File: config.mk
export PLATFORM = sky130hd
export DESIGN_NAME = tba_align_stage
export DESIGN_NICKNAME = d
export VERILOG_FILES = /design/src/tba_pkg.sv /design/src/tba_align_stage.sv
export SDC_FILE = /design/constraint.sdc
export NUM_CORES = 1
export LEC_CHECK = 0
export BUFFER_PORTS_ARGS = -buffer_cell sky130_fd_sc_hd__buf_2
export CORE_MARGIN = 2
export CORE_UTILIZATION = 30
export CTS_CLUSTER_DIAMETER = 120
export CTS_CLUSTER_SIZE = 12
export DETAILED_ROUTE_END_ITERATION = 10
export HOLD_SLACK_MARGIN = 0.02
export PLACE_DENSITY = 0.73
export SLEW_MARGIN = 20
export SYNTH_ARGS = -nofsm -noshare
export SYNTH_HDL_FRONTEND = slang
export SYNTH_SLANG_ARGS = --single-unit
export TNS_END_PERCENT = 50
File: constraint.sdc
create_clock -name clock -period 1 [get_ports clock]
set_input_delay 0.15 -clock clock [delete_from_list [all_inputs] [get_ports clock]]
set_output_delay 0.15 -clock clock [all_outputs]
set_load 0.005 [all_outputs]
File: src/tba_pkg.sv
package tba_pkg;

   localparam int SIZE_W     = 25;
   localparam int OFFSET_W   = 33;
   localparam int COUNT_W    = 34;
   localparam int FREE_OUT_W = 25;
   localparam int SEGCNT_W   = 10;
   localparam int STATUS_W   = 2;

   typedef enum logic [STATUS_W-1:0] {
      STATUS_OK,
      STATUS_MISALIGNED,
      STATUS_TOO_LARGE,
      STATUS_NO_SEGMENT
   } status_type;

   typedef struct packed {
      logic [SIZE_W-1:0] request_size;
      logic              allow_unaligned;
   } req_item_type;

   typedef struct packed {
      logic         valid;
      req_item_type item;
   } stage_type;

   typedef struct packed {
      logic [OFFSET_W-1:0]   offset;
      status_type            status;
      logic                  opened_segment;
      logic [SEGCNT_W-1:0]   segment_count;
      logic [COUNT_W-1:0]    bytes_used;
      logic [FREE_OUT_W-1:0] bytes_free;
      logic [COUNT_W-1:0]    bytes_wasted;
      logic [COUNT_W-1:0]    bytes_small;
   } rsp_item_type;

endpackage

File: src/tba_align_stage.sv
module tba_align_stage import tba_pkg::*; #(
   parameter int ALIGN_BYTES = 16
) (
   input  logic      clock,
   input  logic      reset,
   input  logic      advance,
   input  stage_type src_stage,
   output stage_type dst_stage,
   output logic      unaligned
);

   // Exact quotient by reciprocal multiplication for any size below 2**SIZE_W.
   localparam int              ALIGN_L = $clog2(ALIGN_BYTES);
   localparam int              SHIFT   = SIZE_W + ALIGN_L;
   localparam int              RECIP_W = SIZE_W + 2;
   localparam longint unsigned RECIP   =
      ((64'd1 << SHIFT) + 64'(ALIGN_BYTES) - 64'd1) / 64'(ALIGN_BYTES);
   localparam int              PROD_W  = SIZE_W + RECIP_W;
   localparam int              ALIGN_W = $clog2(ALIGN_BYTES + 1);
   localparam int              MUL_W   = SIZE_W + ALIGN_W;

   logic [PROD_W-1:0] product;
   logic [PROD_W-1:0] shifted;
   logic [SIZE_W-1:0] quot_in;
   logic [SIZE_W-1:0] quot_ff;
   logic [MUL_W-1:0]  back_product;
   stage_type         stage_ff;

   assign product = PROD_W'(src_stage.item.request_size) * PROD_W'(RECIP_W'(RECIP));
   assign shifted = product >> SHIFT;
   assign quot_in = shifted[SIZE_W-1:0];

   always_ff @(posedge clock) begin
      if (reset) begin
         stage_ff.valid <= 1'b0;
      end else if (advance) begin
         stage_ff.valid <= src_stage.valid;
      end
   end

   always_ff @(posedge clock) begin
      if (advance) begin
         stage_ff.item <= src_stage.item;
         quot_ff       <= quot_in;
      end
   end

   assign back_product = MUL_W'(quot_ff) * MUL_W'(ALIGN_BYTES);
   assign unaligned    = back_product != MUL_W'(stage_ff.item.request_size);
   assign dst_stage    = stage_ff;

endmodule

==> flow_metrics.py, run 1 <==
metrics = {
    "run_status": {
        "status": "finished, violations left",
        "violations": "negative setup slack",
    },
    "cts": {
        "clkLatencyLatePin_ns": 0.30,
        "clk_pin_slew_ns": 0.14,
        "cts_buffer_depth": 2,
        "cts-buffers-inserted": 3,
        "cts_tree": "done",
        "root_buffer": "clkbuf_4",
        "h-tree-depth": 1,
        "cts_sinks": 27,
    },
    "pwr": {
        "power_frac_comb": 0.138,
        "power.share.switching": 0.196,
        "p_per_area_nw_per_um2": 1400,
        "power_switching_mw": 0.409,
        "seqPwrFrac": 0.650,
        "power.static_leakage_nw": 0.649,
        "p_int_mw": 1.68,
        "clock_power_share": 0.213,
        "peakVddDrop_v": 0.00104,
    },
    "place": {
        "placedCellCount": 119,
        "dpl-instance-area_um2": 1180,
        "dp_slack_ns": -0.162,
        "finalWeightedCongestion": 0.602,
        "io_buffers": 57,
    },
    "timing": {
        "timing.final.crit_share": 1.51,
        "hold_violations": 0,
        "rsz0062_at_grt": "true",
        "layout_setup_ws_ns": -0.510,
        "finClkSkew_ns": 0,
        "tightest_slew_ns": 0.117,
        "slew_headroom": 0.920,
        "clock.fmax_ghz": 0.662,
        "fin_crit_ns": 1.51,
        "drv_slew": 0,
        "setup_viol": 2,
    },
    "detailed_routing": {
        "dr.pass1.iters": 4,
        "vias": 619,
        "wl_um": 1890,
        "drc": 0,
        "viasPerCell": 4.10,
        "drt_iter0_drc": 16,
        "ant_nets": 0,
        "wl_per_cell_um": 12.5,
    },
    "die": {
        "initial_core_util": 0.323,
        "core_area_um2": 2540,
        "dieArea_um2": 3170,
        "die_h_um": 56.3,
        "ioPinCount": 58,
        "fp-row-count": 18,
        "fp.dieW_um": 56.3,
    },
    "synthesis": {
        "synth_top_cell_by_area": "edfxtp_1",
        "syn_area_per_cell_um2": 27.4,
        "synth_seq_cells": 27,
        "synth_fp_nets": 60,
        "netlist_area_um2": 822,
        "ys_top_cells_by_area": "edfxtp_1 95%, dfxtp_1 2.4%, mux2i_1 1.2%",
        "ys_types": 5,
        "syn_inst": 30,
        "synth_warnings": 0,
        "seq_area_frac_synth": 0.974,
        "yosysTopAreaCellShare": 0.950,
    },
    "finish": {
        "seqCellArea_um2": 801,
        "final_util": 0.588,
        "largest_reg_flops": 27,
        "final_nets": 152,
        "multi_input_area_um2": 21.3,
        "area_growth_pct": 81.9,
        "n_fill_cell": 213,
        "diodes": 0,
        "drive_gt1_frac": 0.521,
        "fin_area_um2": 1500,
        "final_cells": 151,
    },
    "global_route": {
        "antenna_found_initial": 0,
        "grt_pass1_vias": 654,
        "grt_pass1_wl_um": 2880,
        "grt_util_all_layers": 0.121,
        "grt_max_degree": 15,
        "overflow": 0,
    },
    "setup_path": {
        "critPathMaxStageDelay_ns": 0.51,
        "slowest_stage": "or4_1",
        "crit_type": "flip-flop to primary output",
        "startpoint_type": "flip-flop",
        "path_cells": "or4_1, buf_2",
        "cp_data_arrival_time_ns": 1.36,
        "crit_path_max_fanout": 2,
        "path_buf_inv": 1,
        "end_kind": "primary output",
        "worstPathRequired_ns": 0.85,
        "path_delay_family": "simple AND/OR/NAND/NOR gates",
    },
    "worst_hold_path": {
        "hp-class": "input port to flip-flop",
    },
    "run": {
        "max_cap_viol_count": 0,
    },
}
==> final timing paths <==
| kind | from | end | slack (ns) | depth (start not counted) |
|---|---|---|---|---|
| worst max-delay path | dst_stage[2]$_DFFE_PP_ | unaligned | -0.51 | 2 |
| worst min-delay path | src_stage[26] | dst_stage[26]$_SDFFE_PP0P_ | 0.08 | 3 |
| worst max register to register | dst_stage[26]$_SDFFE_PP0P_ | dst_stage[26]$_SDFFE_PP0P_ | 0.40 | 2 |
| worst min register to register | dst_stage[26]$_SDFFE_PP0P_ | dst_stage[26]$_SDFFE_PP0P_ | 0.53 | 2 |
==> final cells by class <==
class,instances,area share
flip-flops and latches,27,0.536
repair buffers,87,0.408
well taps,30,0.0251
clock buffers,4,0.0176
multi-input cells,3,0.0142
==> synth_stat cells (all sizes together) <==
cell type  instances
dfxtp              1
edfxtp            26
mux2i              1
nor2               1
or4                1
==> repair_timing <==
item / in CTS / in global routing
hold buffers: 27 / 0
hold endpoints to repair: 27 / 0
pin swaps: 1 / 1
setup endpoints to repair: 10 / 23
gates resized for setup: 1 / 0
buffers inserted: 1 / 0
==> tightest hold or removal path: cells and delay by family <==
kind                   cells  cell delay (ns)
buffers and inverters      1             0.08
AND/OR/NAND/NOR            1             0.08
multiplexers               1             0.05
==> power by group through the flow <==
stage          combinational, mW  clock [mW]  sequential [mW]
2_1_floorplan            0.00480           0             1.40
3_3_place_gp               0.194           0             1.38
3_5_place_dp               0.199           0             1.38
4_1_cts                    0.288       0.464             1.36
5_1_grt                    0.311       0.485             1.37
6_report                   0.287       0.444             1.36
==> stage by stage <==
step                setup TNS (ns)  total power, mW  hold WS [ns]
finish                      -0.619             2.09        0.0795
global route                 -1.11             2.16        0.0914
CTS                         -0.703             2.11        0.0742
detailed placement          -0.162             1.58         0.312
global placement            -0.135             1.57         0.307
floorplan                  -0.0637             1.40         0.222
==> metal layers <==
metal  share of wire  global-route usage  up-vias
met5               0                   0        -
met4           0.013              0.0408        0
met3           0.054              0.0230        2
met2            0.56               0.239       32
met1            0.38               0.127      284
li1                -                   -      301
==> cell families (layout without fill, tap and decap cells) <==
kind of cell | after synthesis | in the layout | share of synthesized area
buffers and inverters | 0 | 91 | 0
DFF | 27 | 27 | 0.974
muxes | 1 | 1 | 0.0122
and+or+nand+nor | 2 | 2 | 0.0137
==> placed cells by master (no fill, tap or decap) <==
cell           Yosys  final
clkbuf_1           0      1
dlygate4sd3_1      0     27
buf_12             0      2
nor2_1             1      1
dfxtp_1            1      1
buf_4              0      1
clkbuf_4           0      3
edfxtp_1          26     26
or4_1              1      1
mux2i_1            1      1
buf_6              0      1
buf_2              0     56
Power figures use the tool's default switching activity.
==> run 2: changes to the inputs <==
--- a/config.mk
+++ b/config.mk
@@ -5,14 +5,14 @@
 export SDC_FILE = /design/constraint.sdc
 export NUM_CORES = 1
 export LEC_CHECK = 0
-export BUFFER_PORTS_ARGS = -buffer_cell sky130_fd_sc_hd__buf_2
+export BUFFER_PORTS_ARGS = -buffer_cell sky130_fd_sc_hd__clkbuf_2
 export CORE_MARGIN = 2
-export CORE_UTILIZATION = 30
+export CORE_UTILIZATION = 38
 export CTS_CLUSTER_DIAMETER = 120
 export CTS_CLUSTER_SIZE = 12
 export DETAILED_ROUTE_END_ITERATION = 10
 export HOLD_SLACK_MARGIN = 0.02
-export PLACE_DENSITY = 0.73
+export PLACE_DENSITY = 0.86
 export SLEW_MARGIN = 20
 export SYNTH_ARGS = -nofsm -noshare
 export SYNTH_HDL_FRONTEND = slang
==> constraint.sdc (replaced) <==
create_clock -name clock -period 1.7 [get_ports clock]
set_input_delay 0.255 -clock clock [delete_from_list [all_inputs] [get_ports clock]]
set_output_delay 0.255 -clock clock [all_outputs]
set_load 0.005 [all_outputs]
==> run 2 against run 1 <==
  * The flow now finishes without violations
  * Combinational power fell by 63%
  * Global-route usage fell by 0.73 points
  * Sequential cell count did not move
  * Largest power group unchanged
  * Critical endpoint unchanged
  * Register-to-register slack improved by 0.71 ns
  * Largest cell class unchanged
  * Clock skew did not move
  * Hold slack got worse by 0.0010 ns
  * Total power fell by 45%
  * Critical path depth did not move
  * Clock power fell by 43%
==> flow_metrics.py, run 2 (synthesis results as in run 1) <==
metrics = {
    "die": {
        "initial_core_util": 0.411,
        "dieArea_um2": 2550,
        "core_area_um2": 2000,
        "fp.dieW_um": 50.5,
        "die_h_um": 50.5,
        "ioPinCount": 58,
        "fp-row-count": 16,
    },
    "timing": {
        "rsz0062_at_grt": "false",
        "timing.final.crit_share": 0.932,
        "slew_headroom": 0.782,
        "finClkSkew_ns": 0,
        "setup_tns_ns": 0,
        "setup_viol": 0,
        "fin_crit_ns": 1.58,
        "hold_violations": 0,
        "clock.fmax_ghz": 0.631,
        "drv_slew": 0,
        "tightest_slew_ns": 0.326,
    },
    "detailed_routing": {
        "wl_per_cell_um": 12.1,
        "wl_met1_um": 603,
        "viasPerCell": 4.21,
        "wl_met3_um": 177,
        "routed-wl-met2_um": 663,
        "ant_nets": 0,
        "wl_um": 1440,
        "drt_iter0_drc": 7,
        "drc": 0,
        "topRoutingLayerUsed": "met3",
        "vias": 501,
        "dr.pass1.iters": 2,
    },
    "worst_hold_path": {
        "hp-class": "input port to flip-flop",
        "holdPathStages": 2,
        "hold_end": "dst_stage[26]$_SDFFE_PP0P_",
        "min-delay-start": "reset",
    },
    "setup_path": {
        "startpoint_type": "flip-flop",
        "worstPathRequired_ns": 1.44,
        "cp_data_arrival_time_ns": 1.33,
        "end_kind": "primary output",
        "crit_type": "flip-flop to primary output",
        "rr_startpoint": "dst_stage[26]$_SDFFE_PP0P_",
        "r2r_end": "dst_stage[26]$_SDFFE_PP0P_",
        "crit_path_max_fanout": 2,
        "rrSetupSlack_ns": 1.11,
        "reg2regPathDepth": 2,
    },
    "pwr": {
        "power_switching_mw": 0.219,
        "power_frac_comb": 0.091,
        "p_int_mw": 0.938,
        "peakVddDrop_v": 0.000510,
        "seqPwrFrac": 0.692,
        "power.static_leakage_nw": 0.532,
        "power.share.switching": 0.189,
        "p_per_area_nw_per_um2": 974,
        "power_mw": 1.16,
        "clock_power_share": 0.217,
    },
    "place": {
        "finalWeightedCongestion": 0.553,
        "io_buffers": 57,
    },
    "finish": {
        "final_nets": 123,
        "final_cell_mix": "57 x clkbuf_2, 26 x edfxtp_1, 3 x clkbuf_4",
        "multi_input_area_um2": 21.3,
        "largest_reg_flops": 27,
        "diodes": 0,
        "n_fill_cell": 164,
        "seqCellArea_um2": 801,
        "area_growth_pct": 44.4,
        "final_common_cell": "clkbuf_2",
        "drive_gt1_frac": 0.663,
    },
    "global_route": {
        "antenna_found_initial": 0,
        "grt_pass1_vias": 463,
        "grt_pass1_wl_um": 2040,
        "overflow": 0,
        "grt_util_all_layers": 0.114,
        "grt_max_degree": 17,
    },
    "cts": {
        "root_buffer": "clkbuf_4",
        "cts-buffers-inserted": 3,
        "cts.repair.resized": 0,
        "cts_sinks": 27,
        "clk_pin_slew_ns": 0.13,
        "cts_tree": "done",
        "hold_buffers": 0,
        "h-tree-depth": 1,
        "cts_setup_buffers": 0,
        "clkLatencyLatePin_ns": 0.30,
        "cts_buffer_depth": 2,
    },
    "run": {
        "max_cap_viol_count": 0,
    },
    "run_status": {
        "status": "finished, final reports clean",
    },
}
[run 2: area by class of cell]
cell class              count  share of cell area
multi-input cells           3              0.0179
flip-flops and latches     27               0.674
clock buffers               4              0.0221
repair buffers             58               0.257
well taps                  27              0.0285
[run 2: metrics by stage]
stage / hold slack (ns) / util / worst slack [ns] / cell area, um2 / cells
floorplan: 0.327 / - / 0.531 / 822 / 30
global placement: 0.413 / 0.580 / 0.464 / 1160 / 115
detailed placement: 0.418 / 0.580 / 0.446 / 1160 / 115
CTS: 0.0700 / 0.593 / 0.0955 / 1190 / 119
global route: 0.0581 / 0.593 / 0.0588 / 1190 / 119
finish: 0.0784 / 0.593 / 0.116 / 1190 / 119
[run 2: worst max path at each step]
stage / start / to / slack (ns)
after detailed placement: dst_stage[2]$_DFFE_PP_ / unaligned / 0.45
after global routing: dst_stage[1]$_DFFE_PP_ / unaligned / 0.06
after global placement: dst_stage[2]$_DFFE_PP_ / unaligned / 0.46
after CTS: dst_stage[2]$_DFFE_PP_ / unaligned / 0.1
final: dst_stage[2]$_DFFE_PP_ / unaligned / 0.12
after floorplan: dst_stage[2]$_DFFE_PP_ / unaligned / 0.53
[run 2: power groups by stage]
stage | Sequential, mW | Combinational (mW) | Clock, mW
floorplan | 0.823 | 0.00282 | 0
global placement | 0.815 | 0.105 | 0
detailed placement | 0.817 | 0.108 | 0
CTS | 0.802 | 0.108 | 0.263
global route | 0.806 | 0.116 | 0.286
finish | 0.801 | 0.105 | 0.251
[run 2: critical path, stage by stage (launching register included)]
cell	delay [ns]
edfxtp_1	0.40
or4_1	0.52
clkbuf_2	0.12
[run 2: per-layer routing]
layer | GRT usage | vias up
met5 | 0 | -
met1 | 0.149 | 213
met2 | 0.182 | 43
met4 | 0.0270 | 0
li1 | - | 245
met3 | 0.0417 | 0
==> run 3: changes to the inputs <==
--- a/config.mk
+++ b/config.mk
@@ -5,14 +5,15 @@
 export SDC_FILE = /design/constraint.sdc
 export NUM_CORES = 1
 export LEC_CHECK = 0
+export ABC_AREA = 1
 export BUFFER_PORTS_ARGS = -buffer_cell sky130_fd_sc_hd__clkbuf_2
 export CORE_MARGIN = 2
-export CORE_UTILIZATION = 38
+export CORE_UTILIZATION = 39
 export CTS_CLUSTER_DIAMETER = 120
 export CTS_CLUSTER_SIZE = 12
 export DETAILED_ROUTE_END_ITERATION = 10
 export HOLD_SLACK_MARGIN = 0.02
-export PLACE_DENSITY = 0.86
+export PLACE_DENSITY = 0.87
 export SLEW_MARGIN = 20
 export SYNTH_ARGS = -nofsm -noshare
 export SYNTH_HDL_FRONTEND = slang
==> run 3 against run 2 <==
  * Non-clock buffer count decreased by 1
  * Via count increased by 3.0%
  * Combinational power about the same
  * Highest routed layer is now met4
==> flow_metrics.py, run 3 <==
metrics = {
    "detailed_routing": {
        "drt_iter0_drc": 2,
        "ant_nets": 0,
        "wl_per_cell_um": 11.3,
        "wl_met1_um": 549,
        "wl_met3_um": 198,
        "topRoutingLayerUsed": "met4",
        "vias": 516,
        "wl_um": 1400,
        "viasPerCell": 4.16,
        "drc": 0,
        "routed-wl-met2_um": 639,
        "dr.pass1.iters": 2,
    },
    "synthesis": {
        "synth_seq_cells": 27,
        "synth_enable_flop_cells": 26,
        "synth_fp_nets": 66,
        "syn_inst": 36,
        "yosysTopAreaCellShare": 0.933,
        "synth-main-ff-cell": "edfxtp_1",
        "synth_warnings": 0,
        "ys_top_cells_by_area": "edfxtp_1 93%, dfxtp_1 2.4%, nand2_1 1.3%",
        "synth_top_cell_by_area": "edfxtp_1",
        "seq_area_frac_synth": 0.957,
        "syn_area_per_cell_um2": 23.3,
        "async_reset_ff_frac": 0,
        "netlist_area_um2": 837,
        "ys_types": 6,
        "yosysMostFrequentCell": "edfxtp_1",
        "synthTopCellsByCount": "26 x edfxtp_1, 3 x nand2_1, 3 x nor2_1",
    },
    "cts": {
        "cts.repair.resized": 0,
        "root_buffer": "clkbuf_4",
        "cts_tree": "done",
        "clk_pin_slew_ns": 0.12,
        "hold_buffers": 0,
        "h-tree-depth": 1,
        "clkLatencyLatePin_ns": 0.29,
        "cts_sinks": 27,
        "cts_setup_buffers": 0,
        "cts_buffer_depth": 2,
        "cts-buffers-inserted": 3,
    },
    "place": {
        "dp_slack_ns": 0.555,
        "finalWeightedCongestion": 0.558,
        "placedCellCount": 120,
        "io_buffers": 57,
        "dpl-instance-area_um2": 1160,
    },
    "setup_path": {
        "crit_path_max_fanout": 2,
        "crit_type": "flip-flop to primary output",
        "cp_data_arrival_time_ns": 0.98,
        "end_kind": "primary output",
        "rrSetupSlack_ns": 1.10,
        "worstPathRequired_ns": 1.44,
        "startpoint_type": "flip-flop",
    },
    "finish": {
        "final_nets": 128,
        "final_common_cell": "clkbuf_2",
        "seqCellArea_um2": 801,
        "multi_input_area_um2": 28.8,
        "n_fill_cell": 161,
        "final_cell_mix": "57 x clkbuf_2, 26 x edfxtp_1, 3 x nor2_1, 3 x nand2_1, 3 x clkbuf_4",
        "final_cells": 124,
        "fin_area_um2": 1180,
        "final_util": 0.591,
        "area_growth_pct": 41.3,
        "drive_gt1_frac": 0.629,
        "diodes": 0,
        "largest_reg_flops": 27,
    },
    "global_route": {
        "grt_pass1_vias": 455,
        "grt_pass1_wl_um": 2000,
        "grt_util_all_layers": 0.114,
        "antenna_found_initial": 0,
        "overflow": 0,
        "grt_max_degree": 29,
    },
    "pwr": {
        "p_per_area_nw_per_um2": 969,
        "power_mw": 1.15,
        "power.static_leakage_nw": 0.539,
        "peakVddDrop_v": 0.000425,
    },
    "timing": {
        "setup_tns_ns": 0,
        "setup_viol": 0,
        "clock.fmax_ghz": 0.812,
        "finClkSkew_ns": 0,
        "hold_violations": 0,
        "rsz0062_at_grt": "false",
        "fin_crit_ns": 1.23,
        "timing.final.crit_share": 0.724,
        "slew_headroom": 0.583,
        "holdWs_ns": 0.123,
        "tightest_slew_ns": 0.625,
        "layout_setup_ws_ns": 0.469,
        "drv_slew": 0,
    },
    "die": {
        "die_h_um": 50.3,
        "fp.dieW_um": 50.3,
        "fp-row-count": 16,
        "initial_core_util": 0.418,
        "dieArea_um2": 2530,
        "core_area_um2": 2000,
        "ioPinCount": 58,
    },
    "run_status": {
        "status": "finished, final reports clean",
    },
    "run": {
        "max_cap_viol_count": 0,
    },
    "worst_hold_path": {
        "hp-class": "input port to flip-flop",
    },
}
run 3: layout make-up:
| cell class | count | area share |
|---|---|---|
| multi-input combinational | 7 | 0.0243 |
| clock buffer | 4 | 0.0222 |
| sequential | 27 | 0.677 |
| timing repair buffer | 57 | 0.241 |
| tap | 27 | 0.0286 |
| inverter | 2 | 0.00635 |
run 3: routing by layer:
layer,up-vias,track usage
met1,220,0.114
li1,253,-
met3,2,0.0536
met2,41,0.191
met5,-,0
met4,0,0.0676
run 3: logic make-up after synthesis:
logic type             synth area share
and+or+nand+nor                  0.0344
buffers and inverters           0.00897
DFF                               0.957
run 3: final timing paths:
path                                                 start                         end  cells past startpoint
worst max-delay path                dst_stage[4]$_DFFE_PP_                   unaligned                      3
worst min-delay path                         src_stage[25]     dst_stage[25]$_DFFE_PP_                      1
worst max register to register  dst_stage[26]$_SDFFE_PP0P_  dst_stage[26]$_SDFFE_PP0P_                      2
worst min register to register  dst_stage[26]$_SDFFE_PP0P_  dst_stage[26]$_SDFFE_PP0P_                      2
run 3: critical path, stage by stage (launching register included):
cell      delay (ns)
edfxtp_1        0.41
nor2_1          0.11
nand2_1         0.06
clkbuf_2        0.10
run 3: where the power goes:
group	internal [mW]	switching (mW)
clock network	0.0912	0.149
registers	0.786	0.0146
logic	0.0576	0.0476
